**src/rtl/fird_pkg.sv**
```systemverilog
// ============================================================================
// fird_pkg
// shared types, codes and default sizes of the fir decimator
// ============================================================================
package fird_pkg;

    // default sizes, handed to the top level parameters
    localparam int MAX_TAPS_DEF    = 64;
    localparam int MAX_DECIM_DEF   = 16;
    localparam int SAMPLE_BITS_DEF = 16;

    // fixed field widths
    localparam int ACTION_W    = 2;
    localparam int COEF_IDX_W  = 6;
    localparam int DECIM_W     = 5;
    localparam int TAPS_W      = 7;
    localparam int CFG_ADDR_W  = 1;
    localparam int CFG_DATA_W  = 7;

    // register reset values
    localparam logic [DECIM_W-1:0] DECIM_RST = 5'd2;
    localparam logic [TAPS_W-1:0]  TAPS_RST  = 7'd64;

    // request kinds carried on the input tuser
    typedef enum logic [ACTION_W-1:0] {
        ACT_PUSH  = 2'd0,
        ACT_COEF  = 2'd1,
        ACT_CLEAR = 2'd2
    } t_action;

    // configuration register indexes
    typedef enum logic [CFG_ADDR_W-1:0] {
        CFG_DECIM = 1'b0,
        CFG_TAPS  = 1'b1
    } t_cfg_idx;

    // sequencer states
    typedef enum logic [2:0] {
        ST_CLEAR,
        ST_IDLE,
        ST_MAC,
        ST_DRAIN,
        ST_SAT
    } t_state;

    // sequencer to mac datapath controls
    typedef struct packed {
        logic acc_clr;  // zero the accumulator
        logic issue;    // a tap read was issued this cycle
        logic tap_ok;   // issued tap lies inside the filled window
        logic rnd_en;   // capture the rounded sum
    } t_mac_ctl;

endpackage

```
**src/rtl/fir_decimator_top.sv**
```systemverilog
// ============================================================================
// fir_decimator_top
// real fir decimator, q1.15 samples and coefficients, one shared mac
//
// input stream: tuser carries the request kind (push sample, write
// coefficient, clear window and phase); tdata carries from the lowest bit
// sample_in, coef_index and coef_value. output stream: tdata carries the
// rounded sample_out, tuser the saturated flag.
// configuration: i_cfg_we with i_cfg_addr 0 writes decim_factor, 1 writes
// tap_count; write only while no request is in progress.
// a push at phase zero yields one output: the taps are read one per cycle
// from the coefficient and window memories into the single multiplier,
// then the sum is drained, rounded and saturated into the output register.
// every other request is handled without leaving the idle state. the input
// is taken again once the output is registered.
// reset: a sweep over MAX_TAPS addresses zeroes the coefficient memory, with
// s_axis_tready low meanwhile; configuration writes are taken during it.
// the window memory is never cleared, a fill count masks unwritten taps.
// stall: the output register holds a result until taken; new requests are
// accepted meanwhile, and the next output waits in the last state.
// ============================================================================
module fir_decimator_top #(
    parameter int MAX_TAPS    = fird_pkg::MAX_TAPS_DEF,
    parameter int MAX_DECIM   = fird_pkg::MAX_DECIM_DEF,
    parameter int SAMPLE_BITS = fird_pkg::SAMPLE_BITS_DEF,
    localparam int IN_W  = ((2 * SAMPLE_BITS + fird_pkg::COEF_IDX_W + 7) / 8) * 8,
    localparam int OUT_W = ((SAMPLE_BITS + 7) / 8) * 8
) (
    input  logic                            i_clk,
    input  logic                            i_rst_n,
    // input request stream
    input  logic                            s_axis_tvalid,
    output logic                            s_axis_tready,
    input  logic [IN_W-1:0]                 s_axis_tdata,   // sample_in, coef_index, coef_value
    input  logic [fird_pkg::ACTION_W-1:0]   s_axis_tuser,   // action
    // output sample stream
    output logic                            m_axis_tvalid,
    input  logic                            m_axis_tready,
    output logic [OUT_W-1:0]                m_axis_tdata,   // sample_out
    output logic                            m_axis_tuser,   // saturated
    // configuration write port
    input  logic                            i_cfg_we,
    input  logic [fird_pkg::CFG_ADDR_W-1:0] i_cfg_addr,
    input  logic [fird_pkg::CFG_DATA_W-1:0] i_cfg_wdata
);

    localparam int SB = SAMPLE_BITS;
    localparam int AW = $clog2(MAX_TAPS);
    localparam int CW = $clog2(MAX_TAPS + 1);
    localparam int PW = $clog2(MAX_DECIM);
    localparam int IW = fird_pkg::COEF_IDX_W;

    // input fields
    logic [SB-1:0]     in_sample;
    logic [IW-1:0]     in_idx;
    logic [SB-1:0]     in_coef;
    fird_pkg::t_action in_action;

    assign in_sample = s_axis_tdata[SB-1:0];
    assign in_idx    = s_axis_tdata[SB +: IW];
    assign in_coef   = s_axis_tdata[SB + IW +: SB];
    assign in_action = fird_pkg::t_action'(s_axis_tuser);

    // configuration registers
    logic [fird_pkg::DECIM_W-1:0] r_decim;
    logic [fird_pkg::TAPS_W-1:0]  r_taps;

    always_ff @(posedge i_clk) begin
        if (!i_rst_n) begin
            r_decim <= fird_pkg::DECIM_RST;
            r_taps  <= fird_pkg::TAPS_RST;
        end else if (i_cfg_we) begin
            unique case (fird_pkg::t_cfg_idx'(i_cfg_addr))
                fird_pkg::CFG_DECIM: r_decim <= i_cfg_wdata[fird_pkg::DECIM_W-1:0];
                fird_pkg::CFG_TAPS:  r_taps  <= i_cfg_wdata;
            endcase
        end
    end

    // effective decimation and tap count after clamping
    int decim_eff;
    int taps_eff;

    always_comb begin
        if (r_decim == '0) begin
            decim_eff = 1;
        end else if (int'(r_decim) > MAX_DECIM) begin
            decim_eff = MAX_DECIM;
        end else begin
            decim_eff = int'(r_decim);
        end
        if (r_taps == '0) begin
            taps_eff = 1;
        end else if (int'(r_taps) > MAX_TAPS) begin
            taps_eff = MAX_TAPS;
        end else begin
            taps_eff = int'(r_taps);
        end
    end

    // sequencer state
    fird_pkg::t_state r_state, n_state;
    logic [AW-1:0]    r_clr_addr, n_clr_addr;   // coefficient sweep after reset
    logic [AW-1:0]    r_k, n_k;                 // tap being issued
    logic [AW-1:0]    r_wptr, n_wptr;           // slot of the newest sample
    logic [CW-1:0]    r_fill, n_fill;           // samples held since clear
    logic [PW-1:0]    r_phase, n_phase;
    logic             r_out_valid, n_out_valid;
    logic [SB-1:0]    r_out_data;
    logic             r_out_sat;

    // memory ports
    logic          win_we;
    logic [AW-1:0] win_waddr;
    logic [AW-1:0] win_raddr;
    logic [SB-1:0] win_rdata;
    logic          coef_we;
    logic [AW-1:0] coef_waddr;
    logic [SB-1:0] coef_wdata;
    logic [SB-1:0] coef_rdata;

    // mac
    fird_pkg::t_mac_ctl mac_ctl;
    logic               mac_busy;
    logic [SB-1:0]      mac_sample;
    logic               mac_sat;

    logic          out_load;
    logic [PW:0]   phase_inc;
    logic [AW:0]   rd_diff;

    assign phase_inc = {1'b0, r_phase} + 1'b1;
    // window slot k steps back from the newest, circular
    assign rd_diff   = {1'b0, r_wptr} - {1'b0, r_k};

    always_comb begin
        n_state     = r_state;
        n_clr_addr  = r_clr_addr;
        n_k         = r_k;
        n_wptr      = r_wptr;
        n_fill      = r_fill;
        n_phase     = r_phase;
        mac_ctl     = '0;
        win_we      = 1'b0;
        coef_we     = 1'b0;
        coef_waddr  = AW'(in_idx);
        coef_wdata  = in_coef;
        out_load    = 1'b0;
        s_axis_tready = 1'b0;

        if (rd_diff[AW]) begin
            win_raddr = AW'(rd_diff + (AW + 1)'(MAX_TAPS));
        end else begin
            win_raddr = rd_diff[AW-1:0];
        end

        unique case (r_state)
            fird_pkg::ST_CLEAR: begin
                coef_we    = 1'b1;
                coef_waddr = r_clr_addr;
                coef_wdata = '0;
                n_clr_addr = r_clr_addr + 1'b1;
                if (r_clr_addr == AW'(MAX_TAPS - 1)) begin
                    n_state = fird_pkg::ST_IDLE;
                end
            end
            fird_pkg::ST_IDLE: begin
                s_axis_tready = 1'b1;
                if (s_axis_tvalid) begin
                    unique case (in_action)
                        fird_pkg::ACT_PUSH: begin
                            n_wptr = (r_wptr == AW'(MAX_TAPS - 1)) ? '0 : r_wptr + 1'b1;
                            win_we = 1'b1;
                            if (r_fill != CW'(MAX_TAPS)) begin
                                n_fill = r_fill + 1'b1;
                            end
                            // a phase left above a lowered factor wraps here too
                            if (phase_inc >= (PW + 1)'(decim_eff)) begin
                                n_phase = '0;
                            end else begin
                                n_phase = phase_inc[PW-1:0];
                            end
                            if (r_phase == '0) begin
                                mac_ctl.acc_clr = 1'b1;
                                n_k     = '0;
                                n_state = fird_pkg::ST_MAC;
                            end
                        end
                        fird_pkg::ACT_COEF: begin
                            // indexes past the store are dropped
                            coef_we = (int'(in_idx) < MAX_TAPS);
                        end
                        fird_pkg::ACT_CLEAR: begin
                            n_fill  = '0;
                            n_phase = '0;
                        end
                        default: begin
                        end
                    endcase
                end
            end
            fird_pkg::ST_MAC: begin
                mac_ctl.issue  = 1'b1;
                mac_ctl.tap_ok = (CW'(r_k) < r_fill);
                n_k            = r_k + 1'b1;
                if (r_k == AW'(taps_eff - 1)) begin
                    n_state = fird_pkg::ST_DRAIN;
                end
            end
            fird_pkg::ST_DRAIN: begin
                if (!mac_busy) begin
                    mac_ctl.rnd_en = 1'b1;
                    n_state        = fird_pkg::ST_SAT;
                end
            end
            fird_pkg::ST_SAT: begin
                if (!r_out_valid || m_axis_tready) begin
                    out_load = 1'b1;
                    n_state  = fird_pkg::ST_IDLE;
                end
            end
            default: begin
                n_state = fird_pkg::ST_CLEAR;
            end
        endcase

        n_out_valid = r_out_valid;
        if (m_axis_tready) begin
            n_out_valid = 1'b0;
        end
        if (out_load) begin
            n_out_valid = 1'b1;
        end
    end

    assign win_waddr = n_wptr;

    always_ff @(posedge i_clk) begin
        if (!i_rst_n) begin
            r_state     <= fird_pkg::ST_CLEAR;
            r_clr_addr  <= '0;
            r_k         <= '0;
            r_wptr      <= '0;
            r_fill      <= '0;
            r_phase     <= '0;
            r_out_valid <= 1'b0;
        end else begin
            r_state     <= n_state;
            r_clr_addr  <= n_clr_addr;
            r_k         <= n_k;
            r_wptr      <= n_wptr;
            r_fill      <= n_fill;
            r_phase     <= n_phase;
            r_out_valid <= n_out_valid;
        end
    end

    // output payload
    always_ff @(posedge i_clk) begin
        if (out_load) begin
            r_out_data <= mac_sample;
            r_out_sat  <= mac_sat;
        end
    end

    assign m_axis_tvalid = r_out_valid;
    assign m_axis_tdata  = OUT_W'(r_out_data);
    assign m_axis_tuser  = r_out_sat;

    // sample window, circular
    fird_ram #(
        .WIDTH (SB),
        .DEPTH (MAX_TAPS)
    ) u_win_ram (
        .i_clk   (i_clk),
        .i_we    (win_we),
        .i_waddr (win_waddr),
        .i_wdata (in_sample),
        .i_raddr (win_raddr),
        .o_rdata (win_rdata)
    );

    // coefficient store, tap k at address k
    fird_ram #(
        .WIDTH (SB),
        .DEPTH (MAX_TAPS)
    ) u_coef_ram (
        .i_clk   (i_clk),
        .i_we    (coef_we),
        .i_waddr (coef_waddr),
        .i_wdata (coef_wdata),
        .i_raddr (r_k),
        .o_rdata (coef_rdata)
    );

    fird_mac #(
        .SAMPLE_BITS (SAMPLE_BITS),
        .MAX_TAPS    (MAX_TAPS)
    ) u_mac (
        .i_clk    (i_clk),
        .i_rst_n  (i_rst_n),
        .i_ctl    (mac_ctl),
        .i_coef   (coef_rdata),
        .i_sample (win_rdata),
        .o_busy   (mac_busy),
        .o_sample (mac_sample),
        .o_sat    (mac_sat)
    );

endmodule

```
**src/rtl/fird_ram.sv**
```systemverilog
// ============================================================================
// fird_ram
// simple dual port ram, one write and one registered read port
// ============================================================================
module fird_ram #(
    parameter int WIDTH = 16,
    parameter int DEPTH = 64
) (
    input  logic                     i_clk,
    input  logic                     i_we,
    input  logic [$clog2(DEPTH)-1:0] i_waddr,
    input  logic [WIDTH-1:0]         i_wdata,
    input  logic [$clog2(DEPTH)-1:0] i_raddr,
    output logic [WIDTH-1:0]         o_rdata
);

    logic [WIDTH-1:0] r_mem [DEPTH];
    logic [WIDTH-1:0] r_rdata;

    always_ff @(posedge i_clk) begin
        if (i_we) begin
            r_mem[i_waddr] <= i_wdata;
        end
        r_rdata <= r_mem[i_raddr];
    end

    assign o_rdata = r_rdata;

endmodule

```
**src/rtl/fird_mac.sv**
```systemverilog
// ============================================================================
// fird_mac
// shared multiply-accumulate with rounding and saturation to the sample range
// ============================================================================
module fird_mac #(
    parameter int SAMPLE_BITS = fird_pkg::SAMPLE_BITS_DEF,
    parameter int MAX_TAPS    = fird_pkg::MAX_TAPS_DEF
) (
    input  logic                          i_clk,
    input  logic                          i_rst_n,
    input  fird_pkg::t_mac_ctl            i_ctl,
    input  logic signed [SAMPLE_BITS-1:0] i_coef,
    input  logic signed [SAMPLE_BITS-1:0] i_sample,
    output logic                          o_busy,
    output logic [SAMPLE_BITS-1:0]        o_sample,
    output logic                          o_sat
);

    localparam int SB    = SAMPLE_BITS;
    localparam int AW    = $clog2(MAX_TAPS);
    // growth of the tap sum, wrapping at 64 bits at most
    localparam int ACC_W = (2 * SB + AW + 1 > 64) ? 64 : 2 * SB + AW + 1;
    localparam int RW    = ACC_W - (SB - 1);

    localparam logic signed [ACC_W-1:0] RND_HALF =
        {{(ACC_W - SB + 1){1'b0}}, 1'b1, {(SB - 2){1'b0}}};
    localparam logic signed [RW-1:0] MAXV = {{(RW - SB + 1){1'b0}}, {(SB - 1){1'b1}}};
    localparam logic signed [RW-1:0] MINV = {{(RW - SB + 1){1'b1}}, {(SB - 1){1'b0}}};

    logic                      r_rd_v;
    logic                      r_rd_ok;
    logic                      r_mul_v;
    logic signed [2*SB-1:0]    r_prod;
    logic signed [ACC_W-1:0]   r_acc;
    logic signed [RW-1:0]      r_rnd;
    logic signed [ACC_W-1:0]   rnd_sum;
    logic                      sat_hi;
    logic                      sat_lo;

    // read data arrives in the cycle after the issue
    always_ff @(posedge i_clk) begin
        if (!i_rst_n) begin
            r_rd_v  <= 1'b0;
            r_mul_v <= 1'b0;
        end else begin
            r_rd_v  <= i_ctl.issue;
            r_mul_v <= r_rd_v;
        end
    end

    always_ff @(posedge i_clk) begin
        r_rd_ok <= i_ctl.tap_ok;
        if (r_rd_v) begin
            // taps outside the filled window weigh nothing
            if (r_rd_ok) begin
                r_prod <= i_coef * i_sample;
            end else begin
                r_prod <= '0;
            end
        end
        if (i_ctl.acc_clr) begin
            r_acc <= '0;
        end else if (r_mul_v) begin
            r_acc <= r_acc + ACC_W'(r_prod);
        end
        if (i_ctl.rnd_en) begin
            r_rnd <= RW'(rnd_sum >>> (SB - 1));
        end
    end

    // round half up
    assign rnd_sum = r_acc + RND_HALF;

    assign sat_hi = (r_rnd > MAXV);
    assign sat_lo = (r_rnd < MINV);

    always_comb begin
        priority if (sat_hi) begin
            o_sample = {1'b0, {(SB - 1){1'b1}}};
        end else if (sat_lo) begin
            o_sample = {1'b1, {(SB - 1){1'b0}}};
        end else begin
            o_sample = r_rnd[SB-1:0];
        end
    end

    assign o_sat  = sat_hi | sat_lo;
    assign o_busy = r_rd_v | r_mul_v;

endmodule

```
**config.mk**
```make
export PLATFORM = sky130hd
export DESIGN_NAME = fir_decimator_top
export DESIGN_NICKNAME = d
export VERILOG_FILES = /design/src/rtl/fird_pkg.sv /design/src/rtl/fir_decimator_top.sv /design/src/rtl/fird_ram.sv /design/src/rtl/fird_mac.sv
export SDC_FILE = /design/constraint.sdc
export NUM_CORES = 2
export LEC_CHECK = 0
export BUFFER_PORTS_ARGS = -buffer_cell sky130_fd_sc_hd__buf_2
export CAP_MARGIN = 30
export CORE_MARGIN = 2
export CORE_UTILIZATION = 47
export CTS_CLUSTER_SIZE = 14
export DETAILED_ROUTE_END_ITERATION = 6
export PLACE_DENSITY = 0.66
export SLEW_MARGIN = 5
export SYNTH_ARGS = -nofsm -noshare
export SYNTH_HDL_FRONTEND = slang
export SYNTH_SLANG_ARGS = --single-unit
```
**constraint.sdc**
```tcl
create_clock -name i_clk -period 9.4 [get_ports i_clk]
set_input_delay 0.94 -clock i_clk [delete_from_list [all_inputs] [get_ports i_clk]]
set_output_delay 0.94 -clock i_clk [all_outputs]
set_load 0.03 [all_outputs]
```
---- After elaboration in Yosys (flattened, before gate mapping) ----
Memories as Yosys holds them, arrays and structs flattened. A register that Yosys moved wholly into a read port is not among the register bits.
Cells that the tools add are included.
word-level totals
  output and inout port bits .............. 19
  input port bits ......................... 55
  RAM bits ................................ 2048
  register bits ........................... 160
  memory bits (read-only) ................. 0
  word-level logic and storage cells ...... 123
  bits in latches ......................... 0
  memories kept ........................... 2
memories
  memory            depth  bits a word  rd ports  clocked after memory_dff  write ports  line            text
  u_coef_ram.r_mem  64     16           1         1                         1            fird_ram.sv:17  logic [WIDTH-1:0] r_mem [DEPTH];
  u_win_ram.r_mem   64     16           1         1                         1            fird_ram.sv:17
cells by class
  equal/unequal tests ..................... 18
  mux-type cells .......................... 50
  shift operators ......................... 0
  add/sub/neg operators ................... 10
  reductions and logical operators ........ 16
  magnitude comparators ................... 6
  bitwise gates (word level) .............. 3
  $mul .................................... 1
  divide/modulo/power cells ............... 0
operators by type and width
  cell                    number
  $mux 6                  11
  $add 39x16->39 const B  1
  $add 39x32->39          1
  $mul 16x16->32          1
  $mux 16                 2
  $add 6x1->6 const B     4
  $gt 24x16->1 const B    1
  $lt 24x16->1 const B    1
  $mux 3                  7
  $mux 1                  20
  $pmux 3 s5              1
  $ne 2x2->1 const B      7
  $pmux 7 s2              1
  $eq 6x6->1 const B      2
  $pmux 6 s2              1
  $mux 5                  2
  $pmux 4 s2              1
  $reduce_and 4->1        2
  $add 7x1->7 const B     1
  $gt 7x7->1 const B      1
  $logic_not 7->1         1
  $lt 6x7->1              1
  $mux 7                  1
  $ne 7x7->1 const B      1
  other kinds (27)        32

---- Depth between registers and ports, before layout ----
  depth in word-level cells ............... 7
  mapped depth ............................ 25
  gate-level depth less buffers ........... 23

---- Cells and area by module ----
From an unflattened synthesis, not the netlist that was laid out.
second synthesis, totals
  cell total of the unflattened synthesis .. 5734
  area, all modules ....................... 99310.2 um^2
modules (own cells, without submodules)
  module             cells each  seq. area each (um^2)  area an instance (um^2)  instances
  fird_ram           1829        31069.8                40042.2                  2
  fird_mac           1694        2522.4                 15708.8                  1
  fir_decimator_top  382         1411.4                 3517.1                   1

---- Worst setup path before layout ----
OpenSTA, ideal clock, no wires.
  kind .................................... reg2reg
  start point ............................. reg u_coef_ram.r_rdata[15] (netlist: u_coef_ram.o_rdata[15]), read port of u_coef_ram.r_mem
  end point ............................... reg u_mac.r_prod[31] (data pin)
  path buffers ............................ 1
  cell stages (with the launch flop) ...... 20
  clock period less this slack ............ 6127 ps
  arrival ................................. 5939 ps
  setup time .............................. 188 ps
  required time ........................... 9212 ps
  setup slack ............................. 3273 ps
  path through ............................ dfxtp_1 > clkbuf_1 > nand2_1 > inv_1 > fa_1 > fa_1 > fa_1 > fa_1 > fa_1 > inv_1 > fa_1 > inv_1 > ha_1 > inv_1 > nor4_1 > o21ai_1 > a311oi_1 > a31oi_1 > o41a_1 > o41ai_1
on the way
  word-level cells in the longest chain between the ends .. 1
ends and longest elaborated chain
  what                    line            text
  start: declaration      fird_ram.sv:18  logic [WIDTH-1:0] r_rdata;
  $mul 16x16->32          fird_mac.sv:56  r_prod <= i_coef * i_sample;
  end signal: assignment  fird_mac.sv:56
  end: declaration        fird_mac.sv:33  logic signed [2*SB-1:0] r_prod;
No other way between the ends.
A chain may end at the register's enable or synchronous reset.

---- Worst setup path after layout ----
  start point ............................. reg u_win_ram.r_rdata[1] (netlist: u_win_ram.o_rdata[1]), read port of u_win_ram.r_mem
  end point ............................... reg u_mac.r_prod[31] (data pin)
on the way
  word-level cells in the longest chain between the ends .. 1
ends and longest elaborated chain
  what                line
  start: declaration  fird_ram.sv:18
  $mul 16x16->32      fird_mac.sv:56
No other way between the ends.

==> results by stage <==
Logic synthesis:
- The netlist area before placement is between 0.09 and 0.1 mm2.
- Ranked by total cell area, the synthesized netlist is headed by sky130_fd_sc_hd__edfxtp_1 65%, sky130_fd_sc_hd__mux4_2 15%, sky130_fd_sc_hd__fa_1 5.4%.
- After synthesis the netlist holds a flip-flop and latch count of 2240.
- The synthesized area divided by synthesized cell count is between 15 and 20 um2.
- In this run the biggest area consumer among cell types represents 65.1% of the synthesized area.
- The largest area contributor in the synthesized netlist is sky130_fd_sc_hd__edfxtp_1.
- The synthesized instance count is roughly 5200.
- Among all flip-flop cells after synthesis, the most frequent one is sky130_fd_sc_hd__edfxtp_1.
- The synthesized design contains between 2000 and 2500 enable-type register cells.
- The number of different library cells in the post-synthesis netlist is 77.
- The total number of yosys warnings is 0.
- After synthesis, flip-flops and latches occupy between 60% and 70% of the total area.
- For this run, asynchronously set or reset flops after synthesis account for 0%.
- The number of nets in the synthesized netlist is 5662.

Clock tree:
- The maximum clock path buffer count is 3.
- TritonCTS created 220 clock buffers.
- The tree is rooted in a sky130_fd_sc_hd__clkbuf_16.
- Counting every sink on the clock net gives about 2200.
- The number of hold buffers added after CTS is 0.
- The total number of H-tree levels is 4.
- The clock transition at the registers of the reported paths is approximately 70 ps.
- The CTS tree is yes.
- The post-CTS repair timing setup buffer count is 0.
- For the worst-skew pair, the clock arrives at the later sink with an insertion delay of between 800 and 900 ps.
- The number of instances resized during post-cts repair is 0.

Setup path:
- The critical register-to-register path startpoint is u_win_ram.o_rdata[1].
- The worst setup path is captured at a flop.
- Tracing the worst setup path back leads to its startpoint at u_win_ram.o_rdata[1].
- The sort of element at the start of the critical path is a flop.
- The worst setup path is of the flop to flop kind.
- The slack of the worst reg-to-reg path is around 2400 ps.
- Along the worst path, the maximum fanout reaches 16.
- Measured in cells, the most critical reg-to-reg path has a length of 18.
- At the worst endpoint, the required time is about 10000 ps.
- The data arrival time of the critical path is around 7600 ps.
- The destination of the critical timing path is u_mac.r_prod[31].
- The endpoint of the worst-slack reg-to-reg timing path is u_mac.r_prod[31].

Cells and area:
- The post-route cell area is between 0.1 and 0.15 mm2.
- Relative to the synthesized area, the layout overhead comes to 12.6%.
- The net count of the finished layout is slightly below 6000.
- The ratio of cells with drive above 1 in the final layout is roughly a quarter.
- The final core area utilization is between 50% and 60%.
- Across the whole layout, storage elements account for 0.0661 mm2.
- The filler cell count is approximately 16000.
- In the final layout, the multi-input gates occupy ~0.03 mm2.

Detailed routing:
- The total via count in the routed design is ~49000.
- The detail route stage leaves a number of antenna-violating nets equal to 0.
- The detailed-route wire length is 220000 um.
- The DRC violation count after routing is 0.
- The pre-antenna-repair detailed-routing pass consisted of 5 iterations.
- The vias per cell is 5.78.
- In this run, the number of DRC markers left after iteration 0 of detailed routing was 4688.
- After detailed routing, the average wire length per cell comes to 26.1 um.

GRT:
- The number of antenna violations at the first check in global routing is 10.
- The number of global-route vias before repair came to between 40000 and 50000.
- In the global route stage, overall resource usage came out at a little over a fifth.
- The global-route wire length before repair is about 330000 um.
- The total congestion overflow is 0.
- Entering global routing, the biggest net connects approximately 130 pins.

STA:
- The aggregate negative setup slack is 0 ps.
- Setup repair after global routing left no endpoint under its margin.
- On the final layout, the worst clock skew is between 70 and 80 ps.
- For this run, the top clock speed supported by timing is 0.143 GHz.
- The smallest clock period supported by the final layout is computed as roughly 7000 ps.
- The slew at the pin closest to its max-slew limit is approximately 1100 ps.
- The number of slew-limit violations in the final report is 0.
- Dividing the final minimum period by the clock period gives approximately three quarters.
- The normalized max-slew margin is about a quarter.
- The number of endpoints with negative hold slack in the final report is 0.
- Setup violations remaining at the end of the flow were counted as 0.

Place:
- The placement-stage cell area is slightly above 0.1 mm2.
- The post-detailed-placement half-perimeter wirelength is ~130000 um.
- The port buffer count is between 70 and 80.
- The routability-driven placement congestion ratio is around 0.81.

Hold path:
- The worst hold-check path type is input port to flop.
- The hold path startpoint is i_cfg_wdata[1].

Floorplanning:
- The floorplan row count is approximately 170.
- Once the floorplan was initialized, standard cells occupied a little under half of the core.
- The total die area is about 0.21 mm2.
- The die outline width is 460 um.
- Pin placement for this block handled 74 I/O pins.
- The core footprint is slightly above 0.2 mm2.
- The die height is approximately 460 um.

Run status:
- The run finished with clean final reports.

Run:
- The tool flagged a number of max-cap violations equal to 0.
## metal layers
| layer | part of all wire, % | GRT usage (%) | up-vias |
|---|---|---|---|
| li1 | - | - | 20800 |
| met1 | 41 | 29.6 | 26100 |
| met2 | 50 | 34.6 | 1624 |
| met3 | 6.5 | 3.17 | 310 |
| met4 | 2.5 | 5.72 | 4 |
| met5 | 0.012 | 0 | - |
## per-stage QoR
stage | setup WS, ps | cells | hold slack [ps]
2_1_floorplan | 3270 | 5199 | 466
3_3_place_gp | 2590 | 7987 | 480
3_5_place_dp | 2530 | 8022 | 483
4_1_cts | 2410 | 8429 | 252
5_1_grt | 2080 | 8437 | 280
6_report | 2420 | 8439 | 324
## cell usage after synthesis (16+ instances only)
library cell / instances
sky130_fd_sc_hd__edfxtp_1: 2121
sky130_fd_sc_hd__mux4_2: 656
sky130_fd_sc_hd__clkbuf_1: 144
sky130_fd_sc_hd__nand3_1: 46
sky130_fd_sc_hd__inv_1: 315
sky130_fd_sc_hd__o21bai_1: 16
sky130_fd_sc_hd__ha_1: 144
sky130_fd_sc_hd__nand2_1: 230
sky130_fd_sc_hd__buf_2: 72
sky130_fd_sc_hd__a211oi_1: 30
sky130_fd_sc_hd__nand2b_1: 35
sky130_fd_sc_hd__and3_1: 16
sky130_fd_sc_hd__nand4_1: 22
sky130_fd_sc_hd__mux2i_1: 60
sky130_fd_sc_hd__o21ai_0: 47
sky130_fd_sc_hd__and2_1: 160
sky130_fd_sc_hd__xnor2_1: 78
sky130_fd_sc_hd__a21o_1: 52
sky130_fd_sc_hd__nor2_1: 263
sky130_fd_sc_hd__a21oi_1: 87
sky130_fd_sc_hd__buf_1: 19
sky130_fd_sc_hd__nor2b_1: 45
sky130_fd_sc_hd__dfxtp_1: 119
sky130_fd_sc_hd__xor2_1: 36
sky130_fd_sc_hd__fa_1: 264
## worst min-delay path by stage
stage	to	slack (ps)	depth (start not counted)
6_report	r_decim[1]	320	3
5_1_grt	r_decim[1]	280	3
4_1_cts	r_decim[1]	250	3
3_5_place_dp	u_mac.r_acc[7]	480	2
3_3_place_gp	u_mac.r_acc[7]	480	2
2_1_floorplan	r_taps[1]	470	2
## cells in the final DEF (no fill, tap or decap), types with 51 or more instances in the layout
| cell type | n |
|---|---|
| sky130_fd_sc_hd__a21o_1 | 52 |
| sky130_fd_sc_hd__a21oi_1 | 87 |
| sky130_fd_sc_hd__and2_1 | 144 |
| sky130_fd_sc_hd__buf_2 | 71 |
| sky130_fd_sc_hd__buf_4 | 163 |
| sky130_fd_sc_hd__clkbuf_16 | 225 |
| sky130_fd_sc_hd__dfxtp_1 | 115 |
| sky130_fd_sc_hd__edfxtp_1 | 2121 |
| sky130_fd_sc_hd__fa_1 | 263 |
| sky130_fd_sc_hd__ha_1 | 143 |
| sky130_fd_sc_hd__inv_1 | 315 |
| sky130_fd_sc_hd__mux2i_1 | 60 |
| sky130_fd_sc_hd__mux4_2 | 656 |
| sky130_fd_sc_hd__nand2_1 | 230 |
| sky130_fd_sc_hd__nor2_1 | 212 |
| sky130_fd_sc_hd__nor2_2 | 51 |
| sky130_fd_sc_hd__xnor2_1 | 75 |
## cells by family after synthesis
logic type / after synthesis / share of synthesized area [%]
flip-flops: 2240 / 67.5
AND/OR/NAND/NOR: 862 / 4.23
multiplexers: 716 / 15.7
buffers and inverters: 552 / 2.21
adder cells (fa/ha/maj): 408 / 7.24
AO/OA/AOI/OAI: 305 / 2.06
XOR/XNOR: 116 / 1.05
## layout make-up
class	instances	area share (%)
multi-input combinational	2407	27.1
clock buffer	282	5.39
clock inverter	125	1.12
timing repair buffer	277	2.23
antenna	4	0.00908
inverter	316	1.08
tap	2788	3.16
sequential	2240	59.9
## registers in the layout, summed over array words and instances (netlist names), 7 cells and up
signal	flops
u_coef_ram.o_rdata	16
u_win_ram.o_rdata	16
r_fill	7
u_coef_ram.r_mem	1024
m_axis_tdata	16
u_mac.r_prod	32
u_mac.r_acc	39
u_win_ram.r_mem	1024
u_mac.r_rnd	24
r_taps	7
## critical path, cell delays in order (launching register included)
cell	delay [ps]
sky130_fd_sc_hd__dfxtp_1	780
sky130_fd_sc_hd__nand2_1	200
sky130_fd_sc_hd__inv_1	160
sky130_fd_sc_hd__fa_1	550
sky130_fd_sc_hd__fa_1	890
sky130_fd_sc_hd__fa_1	530
sky130_fd_sc_hd__fa_1	510
sky130_fd_sc_hd__fa_1	490
sky130_fd_sc_hd__inv_1	50
sky130_fd_sc_hd__fa_1	470
sky130_fd_sc_hd__inv_1	40
sky130_fd_sc_hd__ha_1	340
sky130_fd_sc_hd__inv_1	100
sky130_fd_sc_hd__nor4_1	280
sky130_fd_sc_hd__o21ai_1	160
sky130_fd_sc_hd__a311oi_1	430
sky130_fd_sc_hd__a31oi_1	260
sky130_fd_sc_hd__o41a_1	420
sky130_fd_sc_hd__o41ai_1	70
Power is left out: the tool's default activity adds up to more than one toggle a clock period on the data nets, which glitch-free logic cannot reach.
